File: src/rtl/ocinf_pkg.sv
// Shared types and constants of the costmap inflation unit.
package ocinf_pkg;

  localparam logic OP_WRITE = 1'b0;
  localparam logic OP_QUERY = 1'b1;

  localparam logic signed [7:0] OCC_OBSTACLE = 8'sd100;

  localparam logic [7:0] COST_FREE    = 8'd0;
  localparam logic [7:0] COST_PEN_MAX = 8'd254;
  localparam logic [7:0] COST_LETHAL  = 8'd255;

  localparam int COST_SCALE    = 15;
  localparam int COST_SCALE_SQ = 225;

  localparam logic [1:0] REG_MAP_WIDTH  = 2'd0;
  localparam logic [1:0] REG_MAP_HEIGHT = 2'd1;
  localparam logic [1:0] REG_INFLATE    = 2'd2;
  localparam logic [1:0] REG_PENALTY    = 2'd3;

  localparam int CFG_W    = 9;
  localparam int DIM_W    = 9;
  localparam int RADIUS_W = 5;
  // signed coordinate: row/col plus or minus the reach
  localparam int COORD_W  = 11;

  typedef struct packed {
    logic capture;
    logic clr_step;
    logic wr_rd;
    logic wr_wb;
    logic scan_init;
    logic scan_step;
    logic sqrt_start;
    logic finish;
  } cmd_t;

  typedef struct packed {
    logic clr_last;
    logic is_query;
    logic write_ok;
    logic off_map;
    logic scan_last;
    logic pipe_empty;
    logic sqrt_done;
  } status_t;

endpackage

File: src/rtl/ocinf_ctrl.sv
// Controller: sequences clearing, cell writes and cost queries.
module ocinf_ctrl (
  input  logic                 clk,
  input  logic                 rst_n,
  input  logic                 start,
  output logic                 busy,
  output ocinf_pkg::cmd_t      cmd,
  input  ocinf_pkg::status_t   sts
);

  typedef enum logic [8:0] {
    ST_CLEAR    = 9'b000000001,
    ST_IDLE     = 9'b000000010,
    ST_DISPATCH = 9'b000000100,
    ST_WR_RD    = 9'b000001000,
    ST_WR_WB    = 9'b000010000,
    ST_SCAN     = 9'b000100000,
    ST_DRAIN    = 9'b001000000,
    ST_SQRT     = 9'b010000000,
    ST_DONE     = 9'b100000000
  } state_t;

  state_t state_r, state_nxt;

  always_ff @(posedge clk) begin
    if (!rst_n) begin
      state_r <= ST_CLEAR;
    end else begin
      state_r <= state_nxt;
    end
  end

  always_comb begin
    state_nxt = state_r;
    cmd       = '0;
    unique case (state_r)
      ST_CLEAR: begin
        cmd.clr_step = 1'b1;
        if (sts.clr_last) state_nxt = ST_IDLE;
      end
      ST_IDLE: begin
        if (start) begin
          cmd.capture = 1'b1;
          state_nxt   = ST_DISPATCH;
        end
      end
      ST_DISPATCH: begin
        if (!sts.is_query) begin
          // drop writes that fall outside the stored grid
          state_nxt = sts.write_ok ? ST_WR_RD : ST_IDLE;
        end else if (sts.off_map) begin
          state_nxt = ST_DONE;
        end else begin
          cmd.scan_init = 1'b1;
          state_nxt     = ST_SCAN;
        end
      end
      ST_WR_RD: begin
        cmd.wr_rd = 1'b1;
        state_nxt = ST_WR_WB;
      end
      ST_WR_WB: begin
        cmd.wr_wb = 1'b1;
        state_nxt = ST_IDLE;
      end
      ST_SCAN: begin
        cmd.scan_step = 1'b1;
        if (sts.scan_last) state_nxt = ST_DRAIN;
      end
      ST_DRAIN: begin
        if (sts.pipe_empty) begin
          cmd.sqrt_start = 1'b1;
          state_nxt      = ST_SQRT;
        end
      end
      ST_SQRT: begin
        if (sts.sqrt_done) state_nxt = ST_DONE;
      end
      ST_DONE: begin
        cmd.finish = 1'b1;
        state_nxt  = ST_IDLE;
      end
      default: state_nxt = ST_IDLE;
    endcase
  end

  assign busy = (state_r != ST_IDLE);

endmodule

File: config.mk
export PLATFORM = sky130hd
export DESIGN_NAME = ocinf_ctrl
export DESIGN_NICKNAME = d
export VERILOG_FILES = /design/src/rtl/ocinf_pkg.sv /design/src/rtl/ocinf_ctrl.sv
export SDC_FILE = /design/constraint.sdc
export NUM_CORES = 1
export LEC_CHECK = 0
export ABC_AREA = 1
export BUFFER_PORTS_ARGS = -buffer_cell sky130_fd_sc_hd__buf_2
export CAP_MARGIN = 40
export CORE_MARGIN = 3
export CORE_UTILIZATION = 50
export CTS_CLUSTER_DIAMETER = 60
export CTS_CLUSTER_SIZE = 16
export DETAILED_ROUTE_END_ITERATION = 8
export PLACE_DENSITY = 0.79
export SYNTH_ARGS = -nofsm -noshare
export SYNTH_HDL_FRONTEND = slang
export SYNTH_SLANG_ARGS = --single-unit
File: constraint.sdc
create_clock -name clk -period 1.5 [get_ports clk]
set_clock_uncertainty 0.1 [all_clocks]
set_input_delay 0.075 -clock clk [delete_from_list [all_inputs] [get_ports clk]]
set_output_delay 0.075 -clock clk [all_outputs]
set_load 0.01 [all_outputs]
# ---- Word level (Yosys, flattened, before mapping)
# Index checks and enable logic that the tools add are counted.
dict set report totals {
  out_inout_bits 9
  ff_bits 9
  inputBits 10
}
dict set report classes {
  muxes 21
  n_reduce_logical 1
  eq_ne 15
}
# operator n
set op_table {}
lappend op_table {{2-to-1 mux 9 bit} 7}
lappend op_table {{case mux 9 bit (7 select lines)} 1}
lappend op_table {{2-to-1 mux 1 bit} 12}
lappend op_table {{!= test 2 bit, second input constant} 5}
lappend op_table {{== test 9 x 1 -> 1 bit, second input constant} 1}
lappend op_table {{== test 9 x 2 -> 1 bit, second input constant} 1}
lappend op_table {{== test 9 x 3 -> 1 bit, second input constant} 1}
lappend op_table {{== test 9 x 4 -> 1 bit, second input constant} 1}
lappend op_table {{== test 9 x 5 -> 1 bit, second input constant} 1}
lappend op_table {{== test 9 x 6 -> 1 bit, second input constant} 1}
lappend op_table {{== test 9 x 7 -> 1 bit, second input constant} 1}
lappend op_table {{== test 9 x 8 -> 1 bit, second input constant} 1}
lappend op_table {{== test 9 bit, second input constant} 1}
lappend op_table {{!= test 9 x 2 -> 1 bit, second input constant} 1}
lappend op_table {{AND reduction 5 bit} 1}
lappend op_table {{2-to-1 mux 4 bit} 1}

# ---- Longest topological paths before layout
# Gate-level depths: netlist (run 1).
dict set report depth {
  depth_word 3
  ltp_mapped 11
}

# ---- Worst setup path before layout (run 1)
# Ideal clock, no wire load.
dict set report synth_path {
  path_kind {register to register}
  startpoint {reg state_r[4]}
  endpoint {reg state_r[5]}
  period_less_slack_ns 1.422
  setup_slack_ns 0.078
  path_buffers 0
  setup_time_ns 0.064
  path_stages_with_launch 6
  arrival_ns 1.258
  cell_sequence {dfxtp_1 > nor2_4 > nand3_4 > nor4_1 > nor2_1 > nor2_1}
}
dict set report synth_between {
  elab_chain_cells 3
  word_cells_on_any_way 14
  classes_between {eq/ne: 12; mux: 1; reduce/logical: 1}
}
# item line
set synth_lines {}
lappend synth_lines {{from (decl)} ocinf_ctrl.sv:23} ;# state_t state_r, state_nxt;
lappend synth_lines {{from (signal assigned)} ocinf_ctrl.sv:29} ;# state_r <= state_nxt;
lappend synth_lines {{== test 9 x 1 -> 1 bit, or another cell as far along} ocinf_ctrl.sv:36} ;# unique case (state_r)
lappend synth_lines {{!= test 2 bit (no source line)} -}
lappend synth_lines {{AND reduction 5 bit (no source line)} -}
# Several ways; a longest one is shown, not always the timed one.
# A chain may end at the register's enable or synchronous reset.

==> flow_summary.ini, run 1 <==
[outcome]
status = finished, violations left
violations = negative setup slack

[worst_setup_path]
path_max_fanout = 5
worstSetupPathType = register to output port
cp.arrival_ps = 1370
regToRegStartpoint = state_r[0]
startpoint = state_r[7]
critPathRequiredTime_ps = 1320
start_kind = register
endpoint_kind = output port

[timing]
timing.final.crit_period_ps = 1550
clock.fmax_mhz = 645
layout_setup_ws_ps = -49.8
hold_viol_final = 0
worstMarginPinSlew_ps = 409
setup-tns-final_ps = -322
drv_slew = 0
rsz0062_at_grt = yes
finalCritPeriodShare_pct = 103
slew_headroom_pct = 72.5
report.final.setup_viol = 13

[layout]
layout_common_cells = nor2_1, nand2_1, inv_1, buf_2, buf_4
fin_nets = 158
n_antenna_cell = 0
layout-drive-gt1-share_pct = 46.3
top_register = state_r
largestRegisters = state_r x9
layout_commonest_cell = nor2_1
syn_to_final_growth_pct = 45.3
largest_reg_flops = 9
final_cell_count_no_fill = 161
design_area_um2 = 1010

[detailed_routing]
routedWlPerCell_um = 13.2
first_iter_violations = 21
drcViolationCount = 0
wl_um = 2130
viasPerCell = 5.18
ant_nets = 0
first_pass_iters = 4
vias = 834

[power]
switchingPower_mw = 0.837
clock_power_share_pct = 11.2
p_leak_nw = 0.559
combPwrFrac_pct = 66.4
p_int_mw = 0.840
powerDensity_nw_per_um2 = 1660
irDropWorstVdd_mv = 1.03
pwr-share-seq_pct = 22.4
sw_frac_of_total_pct = 49.9

[clock_network]
clk_pin_slew_worst_paths_ps = 60
cts_tree = done
cts.sinks = 9
clk_latency_ps = 260
numCtsBuffers = 3
clockBufferDepth = 2
cts_root_buf = clkbuf_4
htreeDepth = 1

[global_route]
grt_pass1_vias = 811
antenna_found_initial = 0
gr-usage-met3_pct = 2.97
grtUsageTotal_pct = 22.1
use_met1_pct = 23.2
grt_overflow = 0
grt_max_degree = 10
grt_pass1_wl_um = 3130
gr-max-usage-layer = met2
met2_usage_pct = 41.3

[logic_synthesis]
ys_seq_elements = 9
synth.avg_cell_area_um2 = 6.16
ys_types = 16
yosysWarnings = 0
ys_top_cells_by_area = dfxtp_1, nor2_1, inv_1
synthCells = 113
ys_seq_area_share_pct = 25.9
synth_area_um2 = 696
yosysTopAreaCell = dfxtp_1
syn-num-nets = 123
synth_top_area_share_pct = 25.9

[floorplanning]
fp.dieH_um = 43.3
start_util_pct = 57.9
core_area_um2 = 1200
dieWidth_um = 43.3
die_area_um2 = 1870
core.rowCount = 12
pin_count = 19

[min_path]
min_from = sts[5]
hold_class = input pin to register

[placed_design]
place_area_um2 = 845
io_buffer_count = 18
placed_cells_incl_taps = 151
dp_hpwl_um = 1330
gp_congestion = 0.855

[flow_run]
maxCapViolCount = 0
-- kinds of logic (layout without fill, tap and decap cells) --
kind of cell,after synthesis,after routing,share of synthesized area (%)
simple gates,79,79,59.4
flops,9,9,25.9
buf+inv,24,58,14.0
compound gates,1,1,0.719
-- synthesized netlist by cell type --
cell	number
nor4_1	3
inv_1	21
nor3_1	2
nand2_2	1
nand2_4	3
o21ai_0	1
nand3_4	1
inv_2	2
nand2_1	21
nor2_2	4
nand3b_1	1
buf_6	1
nor2_4	5
nor2_1	25
dfxtp_1	9
nand3_1	13
-- metrics by stage --
stage | hold WS (ps) | util, % | setup WS [ps] | total power [mW]
CTS | 7.97 | 79.4 | -53.7 | 1.54
finish | 41.2 | 84.2 | -49.8 | 1.68
floorplan | 112 | - | 78.1 | 0.977
detailed placement | 237 | 70.3 | 7.09 | 1.22
global route | 28.2 | 84.2 | -143 | 1.79
global placement | 234 | 70.3 | 17.1 | 1.20
-- layout make-up --
type | instances | area (um2)
clock buffer | 4 | 26.3
fill | 77 | 190
inverter | 23 | 88.8
multi-input combinational | 80 | 495
sequential | 9 | 189
tap | 14 | 17.5
timing repair buffer | 31 | 194
-- path summary, 6_finish.rpt --
| kind | endpoint | slack [ps] | cells after the start |
|---|---|---|---|
| setup / recovery | cmd[5] | -50 | 5 |
| hold / removal | state_r[3] | 40 | 4 |
| setup reg to reg | state_r[7] | -30 | 10 |
| hold reg to reg | state_r[1] | 500 | 4 |
-- repair_timing --
item | in CTS | in global routing
buffers inserted | 5 | 1
gates resized for setup | 13 | 14
hold buffers | 1 | 0
pin swaps | 7 | 2
endpoints found under the setup margin | 8 | 15
hold endpoints to repair | 1 | 0
-- power by group through the flow --
stage	Combinational (mW)	Clock (mW)	Sequential, mW
after CTS	0.980	0.187	0.368
after floorplan	0.626	0	0.350
after detailed placement	0.867	0	0.355
after global placement	0.850	0	0.354
final	1.11	0.188	0.376
after global routing	1.20	0.209	0.382
-- layer usage --
layer  up-vias  part of all wire [%]
met5         -                     0
met4         0                   4.2
met3        16                   7.1
met2        53                    48
met1       355                    40
li1        410                     -
-- worst max-delay path: stages (launching register included) --
cell     delay [ps]
dfxtp_2         340
nor2_4          160
nand3_4         150
nor2_1          190
buf_4           150
buf_2           120
Power figures use the tool's default switching activity.
==> inputs of run 2 (changes only) <==
Settings changed: BUFFER_PORTS_ARGS -buffer_cell sky130_fd_sc_hd__buf_2 to -buffer_cell sky130_fd_sc_hd__buf_4.
==> run 2 against run 1 <==
The flow still finishes with violations (negative setup slack); clock power rose by 17%; clock-buffer cell count decreased by 1; critical path type unchanged; power is 26% higher; via count grew 20%; global-route usage is 12 points higher; critical path depth shrank 1; largest power group unchanged; sequential power up 3%; maximum frequency fell by 7.3%; combinational power grew 35%; first-iteration DRC count increased to 2.6 times the previous value.
==> flow_summary.ini, run 2 (synthesis results as in run 1) <==
[layout]
layout_commonest_cell = buf_4
top_register = state_r
n_antenna_cell = 0
fillCellCount = 41
layout-drive-gt1-share_pct = 49.7
largest_reg_flops = 9
syn_to_final_growth_pct = 63.1
largestRegisters = state_r x9
layout_common_cells = buf_4, nor2_1, nand2_1, inv_1, nand3_1
design_area_um2 = 1130
final_core_util_pct = 94.5
fin_nets = 166
final_cell_count_no_fill = 169

[clock_network]
cts_tree = done
htreeDepth = 1
clk_latency_ps = 280
clockBufferDepth = 2
cts_root_buf = clkbuf_4
cts.sinks = 9
numCtsBuffers = 3
clk_pin_slew_worst_paths_ps = 80

[outcome]
violations = negative setup slack
status = finished, violations left

[worst_setup_path]
path_max_fanout = 4
path_buf_inv = 1
cpPeakStageDelay_ps = 370
critPathRequiredTime_ps = 1320
worstSetupPathType = register to output port
cp_top_family = simple AND/OR/NAND/NOR gates
cp.arrival_ps = 1500
path_cells = nor2_4, nand3_2, nor4_4, buf_4
critical-path-slowest-cell = dfxtp_1
start_kind = register
endpoint_kind = output port

[detailed_routing]
top_layer_used = met4
wl_um = 3180
routedWlPerCell_um = 18.8
dr_wl_met2_um = 1580
wl_met1_um = 1120
route.met3.wl_um = 295
ant_nets = 0
drcViolationCount = 0
vias = 1002
viasPerCell = 5.93
first_iter_violations = 54
first_pass_iters = 4

[timing]
finalCritPeriodShare_pct = 111
layout_setup_ws_ps = -171
rsz0062_at_grt = yes
timing.final.crit_period_ps = 1670
report.final.setup_viol = 16
clock.fmax_mhz = 598
drv_slew = 0
slew_headroom_pct = 78.0
hold_viol_final = 0
worstMarginPinSlew_ps = 327

[placed_design]
place_area_um2 = 897
dp_hpwl_um = 1370
gp_congestion = 0.891
placed_cells_incl_taps = 152
io_buffer_count = 18
pre_cts_ws_ps = 15.8

[min_path]
hold_class = input pin to register

[floorplanning]
core.rowCount = 12
fp.dieH_um = 43.3
die_area_um2 = 1870
start_util_pct = 57.9
core_area_um2 = 1200
pin_count = 19
dieWidth_um = 43.3

[global_route]
grt_max_degree = 10
grt_overflow = 0
grt_pass1_wl_um = 4810
grt_pass1_vias = 960
grtUsageTotal_pct = 34.3
antenna_found_initial = 0

[power]
finalPower_mw = 2.11
pwr-share-seq_pct = 18.4
switchingPower_mw = 1.02
irDropWorstVdd_mv = 1.12
combPwrFrac_pct = 71.1
p_leak_nw = 0.619
clock_power_share_pct = 10.4
p_int_mw = 1.09
sw_frac_of_total_pct = 48.3
powerDensity_nw_per_um2 = 1850

[flow_run]
maxCapViolCount = 0
-- run 2: cell types whose count changed in the layout (fill, tap and decap cells not counted), sizes merged --
cell / change
buf: +7
clkinv: +1
clkbuf: -1
dlygate4sd3: +1
-- run 2: final timing paths --
check,depth (start not counted),slack (ps),startpoint,end
worst min-delay path,5,60,sts[4],state_r[3]
worst max register to register,10,-160,state_r[5],state_r[1]
worst max-delay path,4,-170,state_r[0],cmd[3]
worst min register to register,4,550,state_r[1],state_r[1]
-- run 2: layout make-up --
type | instances | area [um2] | area share [%]
multi-input combinational | 80 | 478 | 42.1
timing repair buffer | 39 | 329 | 29.0
sequential | 9 | 194 | 17.1
inverter | 23 | 88.8 | 7.83
clock buffer | 3 | 22.5 | 1.98
tap | 14 | 17.5 | 1.54
clock inverter | 1 | 5.00 | 0.441
-- run 2: power groups by stage --
stage	logic [mW]	registers (mW)	clock network [mW]
after floorplan	0.626	0.350	0
after global placement	0.905	0.356	0
after detailed placement	0.917	0.358	0
after CTS	1.15	0.366	0.195
after global routing	1.57	0.395	0.224
final	1.50	0.388	0.220
-- run 2: worst min-delay path, cell delays in order --
cell and delay, ps:
buf_4 110, inv_1 70, nor4_1 50, nand3_1 70, inv_1 40
-- run 2: repair_timing --
item | 4_1_cts | 5_1_grt
hold buffers | 2 | 0
cloned | 0 | 0
gates resized for setup | 15 | 18
setup endpoints to repair | 9 | 17
endpoints found under the hold margin | 7 | 0
pin swaps | 8 | 4
buffers inserted | 8 | 3
-- run 2: metal layers --
layer,global-route usage (%),up-vias
li1,-,431
met1,36.5,454
met2,60.8,86
met3,8.90,31
met4,18.1,0
met5,0,-
-- run 2: through the flow --
step	TNS, ps	hold slack, ps
finish	-1870	61.1
global route	-3030	74.2
CTS	-194	40.0
detailed placement	0	217
global placement	0	213
floorplan	0	112
==> inputs of run 3 (changes only) <==
Settings changed: MAX_ROUTING_LAYER set to met4, TNS_END_PERCENT set to 30.
==> run 3 against run 2 <==
The flow still finishes with violations (negative setup slack); clock power is 8% lower; design area decreased by 2.8%; sequential share of layout area rose by 0.48 points; global-route usage is 9.5 points lower; utilization is 2.6 points lower; power fell by 8.4%; register-to-register slack about the same; maximum frequency grew 0.59%; sequential power barely moved; critical path depth up 5; largest cell class unchanged; largest power group unchanged.
==> flow_summary.ini, run 3 (synthesis results as in run 1) <==
[outcome]
status = finished, violations left
violations = negative setup slack

[global_route]
grt_overflow = 0
grt_max_degree = 10
grt_pass1_wl_um = 3480
grt_pass1_vias = 822
grtUsageTotal_pct = 24.7
antenna_found_initial = 0

[timing]
worstMarginPinSlew_ps = 294
clock.fmax_mhz = 602
rsz0062_at_grt = yes
drv_slew = 0
hold_viol_final = 0
report.final.setup_viol = 15
timing.final.crit_period_ps = 1660
hold_slack_ps = 45.5
setup-tns-final_ps = -1220
slew_headroom_pct = 80.4
finalCritPeriodShare_pct = 111
layout_setup_ws_ps = -161

[detailed_routing]
first_pass_iters = 4
wl_um = 2560
drcViolationCount = 0
vias = 944
first_iter_violations = 65
ant_nets = 0
routedWlPerCell_um = 15.4
viasPerCell = 5.69

[layout]
n_antenna_cell = 0
fin_nets = 163
layout_commonest_cell = buf_4
largestRegisters = state_r x9
top_register = state_r
design_area_um2 = 1100
layout-drive-gt1-share_pct = 51.3
syn_to_final_growth_pct = 58.6
final_cell_count_no_fill = 166
layout_common_cells = buf_4, nor2_1, inv_1, nand2_1, nand3_1
largest_reg_flops = 9
fillCellCount = 52

[worst_setup_path]
critPathRequiredTime_ps = 1570
cp.arrival_ps = 1730
worstSetupPathType = register to register
path_max_fanout = 5
r2r_cells = 9
endpoint_kind = register
reg2reg_slack_ps = -160
start_kind = register
regToRegStartpoint = state_r[4]
worstReg2RegEnd = state_r[1]

[min_path]
hold_class = input pin to register
min_from = sts[3]
whs_path_depth = 4
hold_end = state_r[5]

[power]
switchingPower_mw = 0.934
sw_frac_of_total_pct = 48.5
pwr-share-seq_pct = 20.0
combPwrFrac_pct = 69.4
p_leak_nw = 0.604
irDropWorstVdd_mv = 1.13
clock_power_share_pct = 10.5
powerDensity_nw_per_um2 = 1750
p_int_mw = 0.994

[floorplanning]
pin_count = 19
die_area_um2 = 1870
fp.dieH_um = 43.3
core.rowCount = 12
start_util_pct = 57.9
core_area_um2 = 1200
dieWidth_um = 43.3

[placed_design]
place_area_um2 = 897
io_buffer_count = 18
gp_congestion = 0.906
pre_cts_ws_ps = 15.8
placed_cells_incl_taps = 152
dp_hpwl_um = 1370

[clock_network]
clockBufferDepth = 2
numCtsBuffers = 3
clk_latency_ps = 270
cts_root_buf = clkbuf_4
htreeDepth = 1
clk_pin_slew_worst_paths_ps = 70
cts_tree = done
cts.sinks = 9

[flow_run]
maxCapViolCount = 0
run 3: worst max-delay path by stage:
stage,from,endpoint,slack [ps]
floorplan,state_r[4],state_r[5],80
CTS,state_r[5],cmd[1],-50
global placement,state_r[4],state_r[4],30
finish,state_r[4],state_r[1],-160
detailed placement,state_r[4],state_r[4],20
global route,state_r[4],state_r[1],-230
run 3: cell type report:
cell class | instances | area [um2] | area share (%)
Clock buffer | 3 | 22.5 | 2.04
Clock inverter | 1 | 5.00 | 0.454
Inverter | 23 | 88.8 | 8.05
Multi-Input combinational cell | 80 | 485 | 44.0
Sequential cell | 9 | 194 | 17.6
Tap cell | 14 | 17.5 | 1.59
Timing Repair Buffer | 36 | 290 | 26.3
run 3: metrics by stage:
| stage | total power [mW] | util [%] |
|---|---|---|
| 2_1_floorplan | 0.977 | - |
| 3_5_place_dp | 1.28 | 74.7 |
| 6_report | 1.93 | 91.9 |
| 5_1_grt | 2.04 | 91.9 |
| 3_3_place_gp | 1.26 | 74.7 |
| 4_1_cts | 1.67 | 85.5 |
run 3: what timing repair did:
action,CTS,global route
pin swaps,7,10
resized for setup,11,24
endpoints found under the setup margin,9,17
hold buffers,2,0
endpoints found under the hold margin,7,0
setup buffers,6,2
run 3: power groups by stage:
stage / logic [mW] / registers (mW) / clock network [mW]
4_1_cts: 1.11 / 0.367 / 0.195
3_3_place_gp: 0.905 / 0.356 / 0
2_1_floorplan: 0.626 / 0.350 / 0
6_report: 1.34 / 0.386 / 0.203
3_5_place_dp: 0.917 / 0.358 / 0
5_1_grt: 1.43 / 0.394 / 0.218
run 3: worst max-delay path, cell delays in order (launching register included):
cell and delay [ps]:
dfxtp_4 370, nor2_4 140, nand3_4 130, buf_4 160, nor2_1 240, nor2_1 100
nand3_1 90, nand2_1 60, nor2_1 100, nor2_1 60
run 3: metal layers:
metal	vias up	part of all wire [%]	track usage, %
met5	-	0	-
met4	0	3.6	12.0
met3	16	9.9	1.69
met2	67	48	41.6
met1	437	38	29.3
li1	424	-	-
